### src/design/text_console_writer_defines.svh
// ----------------------------------------------------------------------------
// text_console_writer_defines: assertion macros for the console writer
// Clocked on clk, disabled while rst_n is low, in the scope of the user.
// ----------------------------------------------------------------------------
`ifndef TEXT_CONSOLE_WRITER_DEFINES_SVH
`define TEXT_CONSOLE_WRITER_DEFINES_SVH

// cons must hold whenever ante holds
`define TCW_ASSERT_IMPLY(label, ante, cons, msg) \
    label: assert property (@(posedge clk) disable iff (!rst_n) (ante) |-> (cons)) \
        else $error(msg);

// bad must never hold
`define TCW_ASSERT_NEVER(label, bad, msg) \
    label: assert property (@(posedge clk) disable iff (!rst_n) !(bad)) \
        else $error(msg);

`endif

### src/design/tcw_pkg.sv
`timescale 1ns / 1ps
`default_nettype none
// ----------------------------------------------------------------------------
// tcw_pkg: shared types and constants of the text console writer
// Field widths, command codes, operation classes and the queue entry.
// ----------------------------------------------------------------------------
package tcw_pkg;

    localparam int CMD_W   = 2;
    localparam int CODE_W  = 8;
    localparam int POS_W   = 11;
    localparam int VALUE_W = 16;
    localparam int ATTR_W  = 8;

    localparam int DEF_COLUMNS = 80;
    localparam int DEF_ROWS    = 25;

    // entries between front and back; a power of two
    localparam int QUEUE_DEPTH = 2;

    localparam logic [CMD_W-1:0] CMD_PUT   = 2'd0;
    localparam logic [CMD_W-1:0] CMD_SET   = 2'd1;
    localparam logic [CMD_W-1:0] CMD_CLEAR = 2'd2;
    localparam logic [CMD_W-1:0] CMD_READ  = 2'd3;

    localparam logic [CODE_W-1:0]  NEWLINE_CODE = 8'h0a;
    localparam logic [CODE_W-1:0]  BLANK_CODE   = 8'h20;
    localparam logic [ATTR_W-1:0]  RESET_ATTR   = 8'h0f;
    localparam logic [VALUE_W-1:0] RESET_BLANK  = {RESET_ATTR, BLANK_CODE};

    typedef enum logic [2:0] {
        OP_NOP,
        OP_CHAR,
        OP_NEWLINE,
        OP_SET,
        OP_CLEAR,
        OP_READ
    } op_t;

    typedef struct packed {
        op_t               op;
        logic [CODE_W-1:0] code;
        logic [POS_W-1:0]  pos;
    } queue_item_t;

endpackage
`default_nettype wire

### src/design/tcw_if.sv
`timescale 1ns / 1ps
`default_nettype none
// ----------------------------------------------------------------------------
// tcw_if: command and result channels of the text console writer
// Valid/ready channels; a beat moves when both are high at a clock edge.
// ----------------------------------------------------------------------------
interface tcw_in_if;
    logic        valid;
    logic        ready;
    logic [1:0]  cmd;
    logic [7:0]  char_code;
    logic [10:0] position;

    modport source (output valid, output cmd, output char_code, output position,
                    input ready);
    modport sink   (input valid, input cmd, input char_code, input position,
                    output ready);
endinterface

`default_nettype wire

### src/design/tcw_front.sv
`timescale 1ns / 1ps
`default_nettype none
// ----------------------------------------------------------------------------
// tcw_front: command intake and classification
// Turns each command beat into an operation class and queues it.
// ----------------------------------------------------------------------------
module tcw_front
    import tcw_pkg::*;
(
    input  logic        sweeping,
    input  logic        q_full,
    output logic        q_push,
    output queue_item_t q_item,
    tcw_in_if.sink      in_ch
);

    op_t op;

    always_comb
    begin
        unique case (in_ch.cmd)
            CMD_PUT:
            begin
                if (in_ch.char_code == '0)
                    op = OP_NOP;
                else if (in_ch.char_code == NEWLINE_CODE)
                    op = OP_NEWLINE;
                else
                    op = OP_CHAR;
            end
            CMD_SET:   op = OP_SET;
            CMD_CLEAR: op = OP_CLEAR;
            CMD_READ:  op = OP_READ;
        endcase
    end

    // no intake while the store is being blanked after reset
    assign in_ch.ready = !q_full && !sweeping;
    assign q_push      = in_ch.valid && in_ch.ready;
    assign q_item      = '{op: op, code: in_ch.char_code, pos: in_ch.position};

endmodule
`default_nettype wire

### src/flat_wrapper.sv
// flat-port wrapper written by rule: the top's interface ports become plain ports
module tcw_front_flat import tcw_pkg::*;
  (sweeping, q_full, q_push, q_item, in_ch_valid, in_ch_cmd, in_ch_char_code, in_ch_position, in_ch_ready);
  tcw_in_if in_ch_i ();
  input  logic sweeping;
  input  logic q_full;
  output logic q_push;
  output queue_item_t q_item;
  input wire logic [$bits(in_ch_i.valid)-1:0] in_ch_valid;
  input wire logic [$bits(in_ch_i.cmd)-1:0] in_ch_cmd;
  input wire logic [$bits(in_ch_i.char_code)-1:0] in_ch_char_code;
  input wire logic [$bits(in_ch_i.position)-1:0] in_ch_position;
  output wire logic [$bits(in_ch_i.ready)-1:0] in_ch_ready;
  assign in_ch_i.valid = in_ch_valid;
  assign in_ch_i.cmd = in_ch_cmd;
  assign in_ch_i.char_code = in_ch_char_code;
  assign in_ch_i.position = in_ch_position;
  assign in_ch_ready = in_ch_i.ready;
  tcw_front u_core (.sweeping(sweeping), .q_full(q_full), .q_push(q_push), .q_item(q_item), .in_ch(in_ch_i));
endmodule
### config.mk
export PLATFORM = sky130hd
export DESIGN_NAME = tcw_front_flat
export DESIGN_NICKNAME = d
export VERILOG_FILES = /design/src/design/text_console_writer_defines.svh /design/src/design/tcw_pkg.sv /design/src/design/tcw_if.sv /design/src/design/tcw_front.sv /design/src/flat_wrapper.sv
export SDC_FILE = /design/constraint.sdc
export NUM_CORES = 1
export LEC_CHECK = 0
export BUFFER_PORTS_ARGS = -buffer_cell sky130_fd_sc_hd__buf_2
export CORE_AREA = 8 8 45 47
export DETAILED_ROUTE_END_ITERATION = 8
export DIE_AREA = 0 0 53 55
export GPL_ROUTABILITY_DRIVEN = 0
export MAX_ROUTING_LAYER = met4
export PLACE_DENSITY = 0.59
export SLEW_MARGIN = 20
export SYNTH_ARGS = -nofsm -noshare
export SYNTH_HDL_FRONTEND = slang
export SYNTH_SLANG_ARGS = --single-unit
export TNS_END_PERCENT = 30
### constraint.sdc
create_clock -name vclk -period 1.15
set_clock_uncertainty 0.05 [all_clocks]
set_input_delay 0.23 -clock vclk [all_inputs]
set_output_delay 0.23 -clock vclk [all_outputs]
set_load 0.01 [all_outputs]
==> results.toml <==
[run_status]
outcome = "complete, but fails checks"
violations = "setup timing"

[worst_setup_path]
start_kind = "primary input"
path_class = "in -> out"
cp.required_ps = 870
worst_path_largest_cell_delay_ps = 270
critPathMaxFanout = 2
crit_arrival_ps = 1040
crit_slowest_cell = "nor4_4"
cp-end-kind = "primary output"
crit_chain = "buf_6 -> nor4_4 -> a31oi_1 -> or2_1 -> buf_2"

[timing]
min_period_ps = 1320
worst_pin_slew_ps = 215
max_freq_mhz = 758
rsz0062_at_grt = "true"
final-max-slew-violation-count = 0
layout_setup_ws_ps = -170
setup_violations = 2
fin_crit_sh_pct = 115
hold_viol = 0
slew_headroom_pct = 85.5

[detailed_routing]
vias_per_cell = 3.74
drc = 0
wire_per_inst_um = 10.7
finalWirelength_um = 568
ant_nets = 0
via_count = 198
drtPass1Iterations = 1
first_iter_violations = 0

[cells_and_area]
diodes = 0
post-route-util_pct = 17.8
seq_cells = 0
fin_cells = 53
fin_nets = 63
seq_area_sq_um = 0
syn2layout_area_growth_pct = 14.5
clock_buffers = 0
drive_gt1_share_pct = 78.4

[global_routing]
grt_max_degree = 4
grtUsageMet2_pct = 6.05
antenna_found_initial = 0
gr-usage-all-layers_pct = 2.92
grt_overflow_total = 0
grt_pass1_vias = 194
gr-usage-met3_pct = 0.802
grt_pass1_wl_um = 717
grt-busiest-layer = "met2"
grt_use_met1_pct = 2.56

[synth]
synth.cell_area_sq_um = 215
ys_top_cells_by_area = "buf_4 (66%), nor4_4 (9.9%), nor2_1 (5.2%)"
ys_top_cells_by_count = "buf_4 (19), nor2_1 (3)"
syn_inst = 29
synth.avg_cell_area_sq_um = 7.42
yosysMostFrequentCell = "buf_4"
yosysWarnings = 0
synth_top_area_cell = "buf_4"
yosysSeqAreaShare_pct = 0
yosysTopAreaCellShare_pct = 66.3
syn-num-nets = 53
ys_types = 9

[pwr]
leakagePower_nw = 0.136
peakVddDrop_v = 0.0000464
cellPowerDensity_nw_per_um2 = 361

[die]
core-area_sq_um = 1380
die_width_um = 53
die_h_um = 55
rows = 14
die-area_sq_um = 2920
io_pins = 48
start_util_pct = 15.6

[clock_tree]
post-cts-setup-buffer-count = 0
ctsHoldBuffers = 0

[run]
cap_violations = 0

[min_path]
min_path_type = "in -> out"
whs_path_depth = 0
min_from = "in_ch_position[1]"
hold_end = "q_item[1]"

[placed_design]
dp_cells = 53
dpl.hpwl_um = 544
io_buffers = 26
==> cells in the final DEF (no fill, tap or decap), drive strengths merged <==
| master | count |
|---|---|
| or2 | 1 |
| xnor2 | 1 |
| buf | 28 |
| a41oi | 1 |
| nor4 | 1 |
| and2 | 1 |
| nor2 | 3 |
| a31oi | 1 |
==> cell type report <==
class                      instances  area (sq um)
multi-input combinational          9          68.8
timing repair buffer              28           158
fill                             162          1140
tap                               16          20.0
==> power by group <==
part           leakage [nW]  switching, mW  internal, mW
logic                 0.136         0.0413        0.0475
registers                 0              0             0
clock network             0              0             0
==> critical path, delay by kind of cell <==
family / cells / cell delay, ps
AOI/OAI and AO/OA: 1 / 100
and+or+nand+nor: 2 / 470
buffers and inverters: 2 / 240
==> cells by family (layout without fill, tap and decap cells) <==
logic type | count (synthesis) | after routing | share of synthesized area [%]
simple gates | 6 | 6 | 20.9
compound gates | 2 | 2 | 6.98
buf+inv | 20 | 28 | 68.0
xor+xnor | 1 | 1 | 4.07
==> through the flow <==
step                total power, mW  hold slack, ps  worst slack [ps]  instance area (sq um)  TNS, ps
finish                       0.0889             410              -170                    246     -279
global route                 0.0963             410              -237                    246     -455
CTS                          0.0908             410              -180                    246     -304
detailed placement           0.0864             410              -207                    234     -360
global placement             0.0849             410              -193                    234     -319
floorplan                    0.0868             457              46.8                    215        0
==> worst max-delay path by stage <==
stage / startpoint / end / slack (ps) / depth (start not counted)
after floorplan: in_ch_char_code[0] / q_item[19] / 50 / 3
after global placement: in_ch_char_code[0] / q_item[19] / -190 / 5
after detailed placement: in_ch_char_code[0] / q_item[19] / -210 / 5
after CTS: in_ch_char_code[0] / q_item[19] / -180 / 5
after global routing: in_ch_char_code[2] / q_item[19] / -240 / 5
final: in_ch_char_code[2] / q_item[19] / -170 / 5
==> timing repair <==
item / CTS / global route
endpoints found under the setup margin: 2 / 2
resized for setup: 2 / 0
pin swaps: 0 / 1
gates cloned: 0 / 0
==> per-layer routing <==
| layer | wire [um] | vias to the layer above |
|---|---|---|
| li1 | - | 90 |
| met1 | 159 | 87 |
| met2 | 255 | 21 |
| met3 | 153 | 0 |
| met4 | 0 | 0 |
| met5 | 0 | - |
Note: power is estimated with default switching activity, not from simulation.
