--- src/design/text_console_writer_defines.svh ---
// ----------------------------------------------------------------------------
// text_console_writer_defines: assertion macros for the console writer
// Clocked on clk, disabled while rst_n is low, in the scope of the user.
// ----------------------------------------------------------------------------
`ifndef TEXT_CONSOLE_WRITER_DEFINES_SVH
`define TEXT_CONSOLE_WRITER_DEFINES_SVH

// cons must hold whenever ante holds
`define TCW_ASSERT_IMPLY(label, ante, cons, msg) \
    label: assert property (@(posedge clk) disable iff (!rst_n) (ante) |-> (cons)) \
        else $error(msg);

// bad must never hold
`define TCW_ASSERT_NEVER(label, bad, msg) \
    label: assert property (@(posedge clk) disable iff (!rst_n) !(bad)) \
        else $error(msg);

`endif

--- src/design/tcw_pkg.sv ---
`timescale 1ns / 1ps
`default_nettype none
// ----------------------------------------------------------------------------
// tcw_pkg: shared types and constants of the text console writer
// Field widths, command codes, operation classes and the queue entry.
// ----------------------------------------------------------------------------
package tcw_pkg;

    localparam int CMD_W   = 2;
    localparam int CODE_W  = 8;
    localparam int POS_W   = 11;
    localparam int VALUE_W = 16;
    localparam int ATTR_W  = 8;

    localparam int DEF_COLUMNS = 80;
    localparam int DEF_ROWS    = 25;

    // entries between front and back; a power of two
    localparam int QUEUE_DEPTH = 2;

    localparam logic [CMD_W-1:0] CMD_PUT   = 2'd0;
    localparam logic [CMD_W-1:0] CMD_SET   = 2'd1;
    localparam logic [CMD_W-1:0] CMD_CLEAR = 2'd2;
    localparam logic [CMD_W-1:0] CMD_READ  = 2'd3;

    localparam logic [CODE_W-1:0]  NEWLINE_CODE = 8'h0a;
    localparam logic [CODE_W-1:0]  BLANK_CODE   = 8'h20;
    localparam logic [ATTR_W-1:0]  RESET_ATTR   = 8'h0f;
    localparam logic [VALUE_W-1:0] RESET_BLANK  = {RESET_ATTR, BLANK_CODE};

    typedef enum logic [2:0] {
        OP_NOP,
        OP_CHAR,
        OP_NEWLINE,
        OP_SET,
        OP_CLEAR,
        OP_READ
    } op_t;

    typedef struct packed {
        op_t               op;
        logic [CODE_W-1:0] code;
        logic [POS_W-1:0]  pos;
    } queue_item_t;

endpackage
`default_nettype wire

--- src/design/tcw_queue.sv ---
`timescale 1ns / 1ps
`default_nettype none
// ----------------------------------------------------------------------------
// tcw_queue: short FIFO of classified commands
// Decouples the command front from the cell-store back.
// ----------------------------------------------------------------------------
module tcw_queue
    import tcw_pkg::*;
(
    input  logic        clk,
    input  logic        rst_n,
    input  logic        push,
    input  queue_item_t push_item,
    output logic        full,
    input  logic        pop,
    output queue_item_t pop_item,
    output logic        not_empty
);

    localparam int PTR_W = (QUEUE_DEPTH > 1) ? $clog2(QUEUE_DEPTH) : 1;
    localparam int CNT_W = $clog2(QUEUE_DEPTH + 1);
    localparam logic [PTR_W-1:0] LAST_PTR   = PTR_W'(QUEUE_DEPTH - 1);
    localparam logic [CNT_W-1:0] FULL_COUNT = CNT_W'(QUEUE_DEPTH);

    queue_item_t            entries_reg [QUEUE_DEPTH];
    logic [PTR_W-1:0]       wr_ptr_reg;
    logic [PTR_W-1:0]       rd_ptr_reg;
    logic [CNT_W-1:0]       count_reg;

    assign full      = (count_reg == FULL_COUNT);
    assign not_empty = (count_reg != '0);
    assign pop_item  = entries_reg[rd_ptr_reg];

    always_ff @(posedge clk or negedge rst_n)
    begin
        if (!rst_n)
        begin
            wr_ptr_reg <= '0;
            rd_ptr_reg <= '0;
            count_reg  <= '0;
        end
        else
        begin
            if (push)
                wr_ptr_reg <= (wr_ptr_reg == LAST_PTR) ? '0 : wr_ptr_reg + 1'b1;
            if (pop)
                rd_ptr_reg <= (rd_ptr_reg == LAST_PTR) ? '0 : rd_ptr_reg + 1'b1;
            count_reg <= count_reg + CNT_W'(push) - CNT_W'(pop);
        end
    end

    always_ff @(posedge clk)
    begin
        if (push)
            entries_reg[wr_ptr_reg] <= push_item;
    end

endmodule
`default_nettype wire

--- config.mk ---
export PLATFORM = sky130hd
export DESIGN_NAME = tcw_queue
export DESIGN_NICKNAME = d
export VERILOG_FILES = /design/src/design/text_console_writer_defines.svh /design/src/design/tcw_pkg.sv /design/src/design/tcw_queue.sv
export SDC_FILE = /design/constraint.sdc
export NUM_CORES = 1
export LEC_CHECK = 0
export ABC_CLOCK_PERIOD_IN_PS = 1860
export BUFFER_PORTS_ARGS = -buffer_cell sky130_fd_sc_hd__buf_2
export CELL_PAD_IN_SITES_DETAIL_PLACEMENT = 1
export CELL_PAD_IN_SITES_GLOBAL_PLACEMENT = 1
export CORE_ASPECT_RATIO = 0.6
export CORE_MARGIN = 10
export CORE_UTILIZATION = 30
export CTS_CLUSTER_SIZE = 10
export DETAILED_ROUTE_END_ITERATION = 12
export HOLD_SLACK_MARGIN = 0.1
export PLACE_DENSITY_LB_ADDON = 0.1
export SKIP_LAST_GASP = 1
export SLEW_MARGIN = 20
export SYNTH_ARGS = -nofsm -noshare
export SYNTH_HDL_FRONTEND = slang
export SYNTH_SLANG_ARGS = --single-unit
--- constraint.sdc ---
create_clock -name clk -period 1.86 [get_ports clk]
set_clock_uncertainty 0.05 [all_clocks]
set_input_delay 0.093 -clock clk [delete_from_list [all_inputs] [get_ports clk]]
set_output_delay 0.093 -clock clk [all_outputs]
set_load 0.02 [all_outputs]
==> metrics <==
vias in the first global route=1240; antenna violations before repair=0; Post-DP HPWL=2.745 mm; syn avg cell area=21.57 um^2; syn nets=111; most instantiated library cell after synthesis=edfxtp_1; drt wl/cell=15.44 um; IO Port Bufs=49; cts-stage hold buffer count=26; Unique masters post-synth=11; Leak Pwr=0.9966 nW; CTS Sinks=48; setup violators final=0; Setup TNS=0 ns; Slew Limit Headroom=85.25%; Worst R2R Path Depth=5; H-Tree Depth=2; Worst Path Max Fanout=15; latest clock arrival within the worst-skew pair=0.29 ns; CORE AREA=5675 um^2; DRC viols=0; MaxCap Viol Count=0; Mapped Cells=83; Pins Over Slew Limit=0; Design Power=3.539 mW; postcts setup bufs=0; Slowest cell on crit path=mux2_2; share of cells above drive strength 1=50.59%; maximum vdd drop=0.0003975 V; Synth top area share=73.79%; cell taking the most area after synthesis=edfxtp_1; largest net degree at the start of global routing=16; min cycle time layout=1.589 ns; area delta synth->final=41.72%; Top Ports=50; die height=79.84 um; Final Wtd Congestion=0.6306; die area=9560 um^2; flops & latches, synth=48; Worst R2R Setup Slack=0.57 ns; drt total wl=3.860 mm; Seq/Total Area, Yosys=79.39%; final antenna-violating net count=0; GRT Overall Usage=8.688%; HP Start=wr_ptr_reg$_DFFE_PN0P_; Final Hold Vio Count=0; Initial DRC Count=31; 1st-pass router iterations=2; Post-synth ARST share=8.333%; Final nets=197; upper clock frequency limit=629.2 MHz; actual slew at the worst max-slew pin=0.2212 ns; status=completed; list of most frequent post-synthesis cells=edfxtp_1, mux2_2, dfrtp_1; terminus of the critical flop-to-flop path=count_reg[1]$_DFF_PN0_; cell row count=21; Worst Hold End=wr_ptr_reg$_DFFE_PN0P_; Setup crit end kind=primary output; CP arrival=1.45 ns; reg2reg start=count_reg[0]$_DFF_PN0_; Mapped Area=1790 um^2; Startpoint Class=flop; CTS tree=built; GR Overflow Total=0; RSZ-0062 raised after global routing=no; initial core utilization=31.55%; Cells on Worst Hold Path=1; via count=1032; Final period util=85.45%; Area contributors post-synth=edfxtp_1, mux2_2, dfrtp_1; Chip Width=119.7 um; Antenna Cells=0; first-pass GRT wire length=6.334 mm; clock-pin transition on the worst setup and hold timing paths=0.08 ns; detailed-route vias per instance=4.128; Largest register FFs=44; number of synthesized flops with an enable pin=44; post-cts sizing count=0; power per cell area=1395 nW/um^2; Critical Path Max Stage Delay=0.37 ns; Root Driver=clkbuf_8; CTS buffer count=5; CTS Buffer Depth=2; Setup CP Type=flop to primary output; commonest register cell after synthesis=edfxtp_1; Fin Hold WS=0.4579 ns; Critical Path RT=1.72 ns; CP cell instances=buf_4, mux2_2, buf_2; worst min-delay path category=flop to flop; Ys Warns=0
-- critical path, delay by kind of cell (launching register included) --
| kind | cells | cell delay, ns |
|---|---|---|
| mux | 1 | 0.37 |
| buf+inv | 2 | 0.41 |
| flops | 1 | 0.36 |
-- cells by family after synthesis --
logic type / share of synthesized area [%]
flip-flops: 79.39
multiplexers: 13.84
buffers and inverters: 1.677
AND/OR/NAND/NOR: 1.398
XOR/XNOR: 2.306
adder cells (fa/ha/maj): 1.397
-- worst max path at each step --
| stage | from | to | slack, ns | cells after the start |
|---|---|---|---|---|
| final | rd_ptr_reg$_DFFE_PN0P_ | pop_item[7] | 0.27 | 3 |
| after global routing | rd_ptr_reg$_DFFE_PN0P_ | pop_item[7] | 0.18 | 3 |
| after CTS | rd_ptr_reg$_DFFE_PN0P_ | pop_item[7] | 0.24 | 3 |
| after detailed placement | count_reg[0]$_DFF_PN0_ | count_reg[1]$_DFF_PN0_ | 0.59 | 5 |
| after global placement | rd_ptr_reg$_DFFE_PN0P_ | pop_item[1] | 0.61 | 3 |
| after floorplan | wr_ptr_reg$_DFFE_PN0P_ | entries_reg[0][0]$_DFFE_PP_ | 0.004 | 1 |
-- layout make-up --
cell class | count | area, um^2
clock buffer | 6 | 82.58
clock inverter | 2 | 33.78
fill | 577 | 3138
inverter | 2 | 7.507
multi-input combinational | 31 | 341.6
sequential | 48 | 1421
tap | 80 | 100.1
timing repair buffer | 81 | 550.5
-- stage by stage --
stage / utilization [%] / worst slack [ns] / std cells / instance area (um^2)
2_1_floorplan: - / 0.004466 / 83 / 1790
3_3_place_gp: 38.07 / 0.6085 / 216 / 2161
3_5_place_dp: 38.07 / 0.5856 / 216 / 2161
4_1_cts: 44.71 / 0.2441 / 250 / 2537
5_1_grt: 44.71 / 0.1785 / 250 / 2537
6_report: 44.71 / 0.2707 / 250 / 2537
-- placed cells by master (no fill, tap or decap), drive strengths merged, types with 2 or more instances in the layout --
cell type,instances
buf,55
edfxtp,44
dlygate4sd3,26
mux2,22
clkbuf,6
dfrtp,4
inv,2
xor2,2
ha,2
nor2b,2
-- power breakdown --
group          total (mW)  internal, mW  switching [mW]
sequential           1.51          1.44          0.0676
clock               0.764         0.433           0.331
combinational        1.27         0.554           0.713
-- routing by layer --
layer / share of wire (%) / wire (um) / up-vias / GRT usage (%)
met5: 0 / 0 / - / 0
met4: 1.1 / 42 / 0 / 3.237
met3: 6.6 / 254 / 7 / 3.884
met2: 49 / 1907 / 32 / 14.50
met1: 43 / 1656 / 506 / 9.694
li1: - / - / 487 / -
No activity file was read; power rests on OpenSTA's default activity.
